`config.mk`:
```
export PLATFORM = sky130hd
export DESIGN_NAME = twda_front
export DESIGN_NICKNAME = d
export VERILOG_FILES = /design/src/design/twda_pkg.sv /design/src/design/twda_front.sv
export SDC_FILE = /design/constraint.sdc
export NUM_CORES = 1
export LEC_CHECK = 0
export BUFFER_PORTS_ARGS = -buffer_cell sky130_fd_sc_hd__buf_2
export CORE_ASPECT_RATIO = 1.25
export CORE_UTILIZATION = 50
export CTS_BUF_LIST = sky130_fd_sc_hd__clkbuf_4
export DETAILED_ROUTE_END_ITERATION = 10
export GPL_TIMING_DRIVEN = 0
export HOLD_SLACK_MARGIN = 0.03
export PLACE_DENSITY = 0.74
export SETUP_SLACK_MARGIN = 0.4
export SLEW_MARGIN = 10
export SYNTH_ARGS = -nofsm -noshare
export SYNTH_HDL_FRONTEND = slang
export SYNTH_SLANG_ARGS = --single-unit
```
`constraint.sdc`:
```
create_clock -name clk_i -period 7.6 [get_ports clk_i]
set_input_delay 1.52 -clock clk_i [delete_from_list [all_inputs] [get_ports clk_i]]
set_output_delay 1.52 -clock clk_i [all_outputs]
set_load 0.02 [all_outputs]
```
`src/design/twda_pkg.sv`:
```
`timescale 1ns / 1ps
// ---------------------------------------------------------------------------
// twda_pkg: shared types and constants
// Item, configuration and queue-link types for the time-weighted DAC average.
// ---------------------------------------------------------------------------
package twda_pkg;

  localparam int unsigned NowW     = 64;
  localparam int unsigned DacW     = 16;
  localparam int unsigned SampleW  = 24;
  localparam int unsigned ShiftW   = 5;
  localparam int unsigned GainW    = 8;
  localparam int unsigned FsW      = 16;
  localparam int unsigned CfgIdxW  = 2;
  localparam int unsigned CfgDataW = 16;

  // register indexes on the config port
  typedef enum logic [CfgIdxW-1:0] {
    CFG_DAC_BITS   = 2'd0,
    CFG_GAIN       = 2'd1,
    CFG_FULL_SCALE = 2'd2
  } cfg_idx_e;

  localparam logic [ShiftW-1:0]  DAC_BITS_RST   = 5'd8;
  localparam logic [GainW-1:0]   GAIN_RST       = 8'd1;
  localparam logic [FsW-1:0]     FULL_SCALE_RST = 16'd16384;
  localparam logic [SampleW-1:0] SAMPLE_MAX     = '1;

  typedef struct packed {
    logic [ShiftW-1:0] dac_bits;
    logic [GainW-1:0]  gain;
    logic [FsW-1:0]    full_scale;
  } cfg_t;

  typedef struct packed {
    logic            is_read;
    logic [NowW-1:0] now_clock;
    logic [DacW-1:0] dac_value;
  } item_t;

  // queue head as seen by the execution side
  typedef struct packed {
    logic  valid;
    item_t item;
  } q_head_t;

endpackage

```
`src/design/twda_front.sv`:
```
`timescale 1ns / 1ps
// ---------------------------------------------------------------------------
// twda_front: request intake
// Takes requests off the input stream, tags reads/writes and queues them
// in a two-entry queue for the execution side.
// ---------------------------------------------------------------------------
module twda_front import twda_pkg::*; (
  input  logic                 clk_i,
  input  logic                 rst_ni,
  input  logic                 in_valid_i,
  output logic                 in_ready_o,
  input  logic                 in_kind_i,
  input  logic [NowW-1:0]      in_now_i,
  input  logic [DacW-1:0]      in_dac_i,
  output q_head_t              head_o,
  input  logic                 pop_i
);

  item_t      mem_q [2];
  logic       wr_ptr_q, wr_ptr_d;
  logic       rd_ptr_q, rd_ptr_d;
  logic [1:0] cnt_q, cnt_d;
  logic       push;
  logic       pop;

  assign in_ready_o = (cnt_q != 2'd2);
  assign push       = in_valid_i && in_ready_o;
  assign pop        = pop_i && (cnt_q != 2'd0);

  assign head_o.valid = (cnt_q != 2'd0);
  assign head_o.item  = mem_q[rd_ptr_q];

  always_comb begin
    wr_ptr_d = push ? ~wr_ptr_q : wr_ptr_q;
    rd_ptr_d = pop ? ~rd_ptr_q : rd_ptr_q;
    cnt_d    = cnt_q + 2'(push) - 2'(pop);
  end

  always_ff @(posedge clk_i or negedge rst_ni) begin
    if (!rst_ni) begin
      wr_ptr_q <= 1'b0;
      rd_ptr_q <= 1'b0;
      cnt_q    <= 2'd0;
    end else begin
      wr_ptr_q <= wr_ptr_d;
      rd_ptr_q <= rd_ptr_d;
      cnt_q    <= cnt_d;
    end
  end

  always_ff @(posedge clk_i) begin
    if (push) begin
      mem_q[wr_ptr_q] <= '{is_read: in_kind_i, now_clock: in_now_i, dac_value: in_dac_i};
    end
  end

endmodule

```
# ---- Word-level counts from Yosys, hierarchy flattened
# Memory sizes are Yosys's and may differ from the RTL's.
# Index checks and enable logic that the tools add are counted.
dict set report totals {
  ff_bits 4
  ram_bits 162
  input_bits 85
  wordCells 14
  memories 1
}
dict set report op_classes {
  addsub 2
  eq_ne 1
  n_mux 2
  bitwise 2
  reduce_logical 3
}
# name words word_bits rd rd_ports_with_merged_regs write_ports line
set mem_list {}
lappend mem_list {mem_q 2 81 1 0 1 twda_front.sv:19} ;# item_t mem_q [2];
# operator count
set ops {}
lappend ops {{$add A2 B1 Y2} 1}
lappend ops {{$logic_and A1 B1 Y1} 2}
lappend ops {{$mux W1} 2}
lappend ops {{$ne A2 B2 Y1 const B} 1}
lappend ops {{$not A1 Y1} 2}
lappend ops {{$reduce_bool A2 Y1} 1}
lappend ops {{$sub A2 B1 Y2} 1}

# ---- Logic depth before layout (Yosys ltp)
# Gate-level depths: netlist of the first run.
dict set report depth {
  ltp_word 4
  ltp_mapped 7
}

# ---- Least setup slack after synthesis of the first run
# Ideal clock, no wire load.
dict set report synth_timing {
  kind {input-to-reg}
  startpoint {input in_valid_i}
  endpoint {memory mem_q[0][0] (netlist bit) (enable)}
  setup_time_ns 0.521
  arrival_ns 4.999
  setup_slack_ns 2.080
  stages 2
  path_buffers 0
  path_cell_list {nand2_1 nor2_1}
}
dict set report synth_via {
  elab_chain_cells 3
}
# element line
set synth_rtl {}
lappend synth_rtl {{start, declared} twda_front.sv:10} ;# input logic in_valid_i,
lappend synth_rtl {{$logic_and A1 B1 Y1} twda_front.sv:27} ;# assign push = in_valid_i && in_ready_o;
lappend synth_rtl {{$mux W1} twda_front.sv:52} ;# if (push) begin
lappend synth_rtl {{$mux W1 (implied by the code)} twda_front.sv:53} ;# mem_q[wr_ptr_q] <= '{is_read: in_kind_i, now_clock: in_now_i, dac_value: in_dac_i};
lappend synth_rtl {{end, declared} twda_front.sv:19}
# Every way passes these cells.

==> results of run 1 <==
## cells by family after synthesis
kind of cell,Yosys count
mux,81
simple gates,6
fa+ha+maj,2
flops,166
buf+inv,10
xor+xnor,4
## worst register-to-register path, cell delays in order (launching register included)
cell and delay (ns):
dfrtp_1 0.42, nand2b_1 0.13, nand2_1 0.16, nor2_4 0.54
buf_16 0.24, buf_12 0.21
## state kept, by name (all words and copies together), names as in the netlist
name	cells
mem_q	162
rd_ptr_q	1
cnt_q	2
wr_ptr_q	1
## cells in the mapped netlist (all sizes together)
library cell	n	area share, %
and2	1	0.14
and3	1	0.097
buf	9	2.7
dfrtp	4	1.6
edfxtp	162	75
ha	2	0.39
inv	1	0.058
mux2	81	19
nand2	1	0.058
nand2b	1	0.097
nor2	1	0.058
or2	1	0.097
xnor2	3	0.41
xor2	1	0.14
## power by group
group	switching [mW]	internal [mW]	total (mW)	leakage, nW
clock	0.287	0.302	0.588	0.185
combinational	0.666	0.604	1.27	1.48
sequential	0.0535	1.25	1.30	1.55
total	1.01	2.15	3.16	3.22
## routing by layer
| metal | vias up | track usage (%) | wire (um) |
|---|---|---|---|
| met5 | - | 0 | 0 |
| met4 | 0 | 6.14 | 119 |
| met3 | 9 | 5.52 | 585 |
| met2 | 97 | 29.6 | 5840 |
| met1 | 1528 | 17.4 | 4010 |
| li1 | 1451 | - | - |
## layout make-up
class | count | area share, %
Buffer | 9 | 2.16
Tap cell | 168 | 2.65
Multi-Input combinational cell | 93 | 16.6
Inverter | 1 | 0.0472
Sequential cell | 166 | 62.5
Clock inverter | 12 | 2.55
Antenna cell | 1 | 0.0315
Timing Repair Buffer | 171 | 11.7
Clock buffer | 19 | 1.80
## path summary, 6_finish.rpt
check | startpoint | to | slack, ns | cells past startpoint
max | rd_ptr_q | head_o[56] | 4.31 | 4
max in group asynchronous | rst_ni | cnt_q[1] | 6.70 | 1
min reg2reg | cnt_q[0] | cnt_q[0] | 0.54 | 1
min | cnt_q[0] | cnt_q[0] | 0.54 | 1
max reg2reg | cnt_q[1] | mem_q[0][47] | 5.58 | 5
min in group asynchronous | rst_ni | cnt_q[0] | 0.77 | 1
## through the flow
stage	area [um^2]	power [mW]	hold WS (ns)
3_3_place_gp	7490	2.57	0.475
6_report	7950	3.16	0.538
5_1_grt	7950	3.30	0.551
2_1_floorplan	6440	2.27	0.461
4_1_cts	7940	3.20	0.542
3_5_place_dp	7600	2.61	0.510
==> results, run 1 <==
- The multiplexer share of the synthesized area is 18.8%.
- The y dimension of the die is 129 um.
- The worst path uses 43.2% of the clock period.
- The number of H-tree levels is 4.
- Along the worst path, the maximum fanout reaches 10.
- The die covers 13300 um^2.
- Prior to clock tree synthesis, the placed netlist has a worst setup slack of 4.50 ns.
- Clock latency on the worst-skew pair, taken at its later pin, is 0.52 ns.
- The most common cell after layout, fill and taps aside is buf_2.
- Clock-pin slew was measured on the worst setup and hold paths at 0.13 ns.
- The sequential share of the synthesized area is 77.0%.
- The worst path meets setup with 4.31 ns of slack.
- After Yosys synthesis, XOR and XNOR cells account for 0.544% of the synthesized area.
- The remaining design rule violation count is 0.
- The detailed-router iteration count before antenna repair is 4.
- Routability-driven placement finished with a final weighted congestion of 0.675.
- In the final layout, the share of cells above drive strength 1 is 62.4%.
- On the critical path the largest part of the delay comes from buffers and inverters.
- After Yosys synthesis, full adders, half adders and majority gates account for 0.388% of the synthesized area.
- Setup total negative slack on the finished layout was measured at 0 ns.
- In this run the tool buffered the top-level ports with 167 buffer cells.
- The yosys synthesis warning count is 0.
- The count of filler cells inserted in the layout is 921.
- The maximum clock frequency is 304 MHz.
- The largest single stage delay on the critical path is 0.36 ns.
- The post-synthesis simple-gate area fraction is 0.544%.
- STA classifies the critical path endpoint as a primary output.
- In this run the tightest slew margin relative to its limit is 56.7%.
- The number of global-route vias before repair is 3210.
- Walking the worst path, the cells encountered are buf_6 -> buf_12 -> mux2_4 -> buf_2.
- The total CTS buffers is 17.
- The number of setup buffers added after CTS is 0.
- The critical setup path kind is flip-flop to primary output.
- The combined global-route utilization of all metal layers is 16.2%.
- The core area is 12600 um^2.
- The chip width is 104 um.
- Across the whole layout, storage elements account for 4960 um^2.
- The static leakage is 3.22 nW.
- Setup violations remaining at the end of the flow were counted as 0.
- The largest voltage drop on the vdd net is 0.333 mV.
- The power density over the cells is 398 nW/um^2.
- The final layout contains 546 nets.
- The summed instance area of the synthesized netlist is 6440 um^2.
- In the routed layout, each cell is associated on average with a via count of 4.82.
- In this run the core area contains 46 standard-cell rows.
- The critical path data required time is 6.08 ns.
- The arrival time at the worst endpoint is 1.77 ns.
- Setup repair after global routing left no endpoint under its margin.
- In this run the count of I/O pins placed on the die edge is 168.
- The number of nets with antenna violations after detailed routing is 0.
- Max-cap violations in this run came to 0.
- In the final layout, the multi-input gates occupy 1320 um^2.
- The count of hold buffers inserted by post-cts repair is 0.
- The synthesized instance count is 269.
- The initial antenna violation count is 1.
- After global routing the overflow that remains totals 0.
- Entering global routing, the biggest net connects 43 pins.
- The slowest cell on the critical path is dfrtp_1.
- The largest family of logic cells by synthesized area is multiplexers.
- The area added between synthesis and finish is 23.3%.
- The synthesized-area fraction occupied by ao, oa, aoi and oai cells is 0%.
- STA classifies the critical path startpoint as a flip-flop.
- The average instance in the mapped netlist occupies 24.0 um^2.
- For this block, the routed nets add up to 10.6 mm of wire.
- The flow ran to the end, and the final reports show no timing, DRC or antenna violations.
- The routed layout has 3085 vias.
- The class of the most critical hold timing path is flip-flop to flip-flop.
- The minimum clock period is 3.29 ns.
- The number of gates resized after CTS is 0.
- The final core area utilization is 63.0%.
- The number of pins with negative max-slew slack in the final report is 0.
- The effective utilization at floorplan is 51.1%.
- The number of hold violations in the final report is 0.
- In this run the clock root is driven by a clkbuf_4.
- TritonCTS built the clock tree.
- After legalization and detailed placement, the total HPWL measured 7.30 mm.
- The clock passes through at most 2 buffers.
- The setup clock skew after layout is 0.0182 ns.
- In the final routed layout, each cell accounts on average for 16.5 um.
- The post-synth net total is 356.
- Leaving out fill and tap cells, the most frequent cells in the layout are 167 x buf_2, 162 x edfxtp_1, 79 x mux2_4, 19 x clkbuf_4, 10 x buf_12.
- The clock net sink count is 166.
- Counting both buffers and inverters, the worst setup path holds a total of 3.
- The post-placement cell count is 608.
- The number of DRC violations after detailed-routing iteration 0 is 134.
- The synthesized design contains 166 register bits.
- The number of distinct standard cells referenced by the synthesized netlist is 16.
- The first global-routing pass estimated 16.1 mm of wire.
- Leaving out filler cells and counting taps, the final layout contains 640.
- At the pin with the least slew margin, the transition time is 0.649 ns.
Note: power is estimated with default switching activity, not from simulation.
==> inputs of run 2 (changes only) <==
- CORE_UTILIZATION: 50 -> 49
- PLACE_DENSITY: 0.74 -> 0.76
- clock period: 7.6 -> 2.9 ns (I/O delays scaled with it)
==> results, run 2 (synthesis gave the netlist of run 1 again) <==
- The flow ran to the end, and the final reports show no timing, DRC or antenna violations.
- In the layout the commonest cells are 167 x buf_2, 162 x edfxtp_1, 79 x mux2_4, 19 x clkbuf_4, 10 x buf_12.
- The number of DRC violations after detailed-routing iteration 0 is 71.
- Counting along the longest clock path gives a buffer depth of 2.
- Before CTS, the worst setup slack after placement is 0.765 ns.
- The number of hold violations in the final report is 0.
- Clock tree synthesis found a total of 166 sinks.
- For this configuration, the core starts out at a cell density of 50.4%.
- Relative to the synthesized area, the layout overhead comes to 23.1%.
- The slew at the pin with the worst max-slew slack is 0.661 ns.
- The switching portion of total power is 32.3%.
- The library cell used most frequently in the layout, excluding fill and tap cells, is buf_2.
- After layout, the minimum clock period comes to 2.36 ns.
- The first global-routing pass estimated 15.7 mm of wire.
- The power density over the cells is 1030 nW/um^2.
- The maximum clock frequency is 424 MHz.
- Across the run, the number of max-cap violations was 0.
- The largest single stage delay on the critical path is 0.36 ns.
- The terminus of the critical flop-to-flop path is mem_q[0][64].
- The root buffer cell chosen for the clock tree is clkbuf_4.
- The weighted congestion at the end of routability-driven global placement is 0.698.
- Final hold analysis gives a worst-case slack of 0.240 ns.
- The slowest stage of the critical path is the dfrtp_1 cell.
- CTS built an H-tree with a depth of 4.
- The largest voltage drop on the vdd net is 0.633 mV.
- Summed over all nets, the switching power comes to 2.65 mW.
- The sequential group share of total power is 41.6%.
- In this run the critical register-to-register path is launched from cnt_q[1].
- The final-report setup violation count is 0.
- For the worst flop-to-flop path, the logic depth is 5.
- The non-filler instance count after layout is 642.
- The number of I/O pins is 168.
- The quantity of I/O buffers inserted on ports is 167.
- Per report_power, the clock group accounts for 17.8% of the total.
- The post-placement cell count is 608.
- The number of global-route vias before repair is 3260.
- The floorplan step defined a die boundary enclosing 13600 um^2.
- TritonCTS created 17 clock buffers.
- The share of layout cells above drive strength 1 is 62.2%.
- On the final layout, the worst clock skew is 0.0140 ns.
- TritonCTS built the clock tree.
- Setup repair after global routing left no endpoint under its margin.
- Power comes to 8.20 mW.
- The cell row count is 46.
- The class of the most critical hold timing path is input pin to flip-flop.
- Clock latency on the worst-skew pair, taken at its later pin, is 0.51 ns.
- The half-perimeter wire length of the detailed placement result is 7.33 mm.
- Setup total negative slack on the finished layout was measured at 0 ns.
- The path with the worst hold slack has its endpoint at mem_q[0][77].
- Entering global routing, the biggest net connects 43 pins.
- The share of total power dissipated in combinational logic is 40.6%.
- The routed design has 10.7 mm of wire.
- The internal reg-to-reg setup slack is 0.91 ns.
- The kind of start point of the critical path is a flip-flop.
- In the routed layout, each cell is associated on average with a via count of 4.83.
- The largest register by flop count is mem_q.
- The number of pins with negative max-slew slack in the final report is 0.
- The worst hold path begins at in_now_i[61].
- The wire length per cell after detailed routing is 16.7 um.
- In the global route stage, overall resource usage came out at 15.7%.
- The initial antenna violation count is 2.
- The floorplan step set the die width to 105 um.
- Dividing the final minimum period by the clock period gives 81.3%.
- The first TritonRoute pass finished after 4 iterations.
- Internal power comes to 5.56 mW.
- The buffer count from post-CTS setup fixing is 0.
- Measured against its own limit, the worst slew margin works out to 55.8%.
- Along the worst hold path, the cell count comes to 1.
- In this run the worst path has a maximum fanout of 10.
- By startpoint and endpoint, the worst setup path is classified as flip-flop to primary output.
- The kind of capture point of the worst setup path is a primary output.
- In this run the standard cell core region covers 12800 um^2.
- For this design the static power due to leakage is 3.21 nW.
- The largest registers in the layout are mem_q x162, cnt_q x2.
- The register with the most flip-flops in the layout has 162 of them.
- Global routing finished with a remaining overflow of 0.
- After clock tree synthesis, the clock-pin slew on the worst setup and hold paths is 0.13 ns.
- The arrival time at the worst endpoint is 1.78 ns.
- Traced cell by cell, the critical path runs through buf_6 -> buf_12 -> mux2_4 -> buf_2.
- At the worst endpoint, the required time is 2.32 ns.
- Across all setup checks in the final design, the least slack found is 0.544 ns.
- From bottom edge to top edge, the die measures 130 um.
- The final net count is 547.
- The number of nets with antenna violations after detailed routing is 0.
- In the routed design, unresolved DRC markers number 0.
- For this block, the via count after detailed routing is 3098.
## run 2: changes by cell type in the layout (fill, tap and decap cells not counted)
cell           previous run  this run
clkinv_4                  4         3
dlygate4sd3_1             0         1
clkinvlp_4                0         1
clkinv_1                  1         2
clkinv_2                  1         2
bufinv_16                 5         4
## run 2: worst max-delay path by stage
stage                    start            to  depth (start not counted)
floorplan             cnt_q[1]   mem_q[0][0]                          3
global placement    in_valid_i  mem_q[0][39]                          3
detailed placement  in_valid_i  mem_q[0][39]                          5
CTS                   rd_ptr_q    head_o[68]                          4
global route          rd_ptr_q    head_o[63]                          4
finish                rd_ptr_q    head_o[63]                          4
## run 2: layer usage
metal,global-route usage (%),share of wire [%]
met3,5.19,5.1
met2,29.3,56
met4,6.88,1.4
met1,16.2,37
met5,0,0.11
## run 2: worst max-delay path, delay by kind of cell (launching register included)
kind                   cells  cell delay [ns]
buffers and inverters      3             0.59
DFF                        1             0.36
muxes                      1             0.31
## run 2: timing repair
| item | 4_1_cts | 5_1_grt |
|---|---|---|
| endpoints found under the hold margin | 4 | 0 |
| hold buffers | 1 | 0 |
| resized for setup | 0 | 0 |
## run 2: metrics by stage
stage          cell area (um^2)  utilization [%]
3_5_place_dp               7600             59.5
4_1_cts                    7930             62.1
5_1_grt                    7930             62.1
2_1_floorplan              6450                -
3_3_place_gp               7500             58.7
6_report                   7930             62.1
## run 2: power by group through the flow
stage,clock network [mW],logic [mW],registers [mW]
finish,1.46,3.33,3.41
global route,1.60,3.52,3.45
CTS,1.51,3.39,3.42
detailed placement,0,3.38,3.48
global placement,0,3.23,3.47
floorplan,0,2.47,3.44
## run 2: layout make-up
class | count | area (um^2)
Antenna cell | 1 | 2.50
Buffer | 9 | 171
Clock buffer | 19 | 143
Clock inverter | 13 | 180
Fill cell | 976 | 4840
Inverter | 1 | 3.75
Multi-Input combinational cell | 93 | 1320
Sequential cell | 166 | 4960
Tap cell | 168 | 210
Timing Repair Buffer | 172 | 941
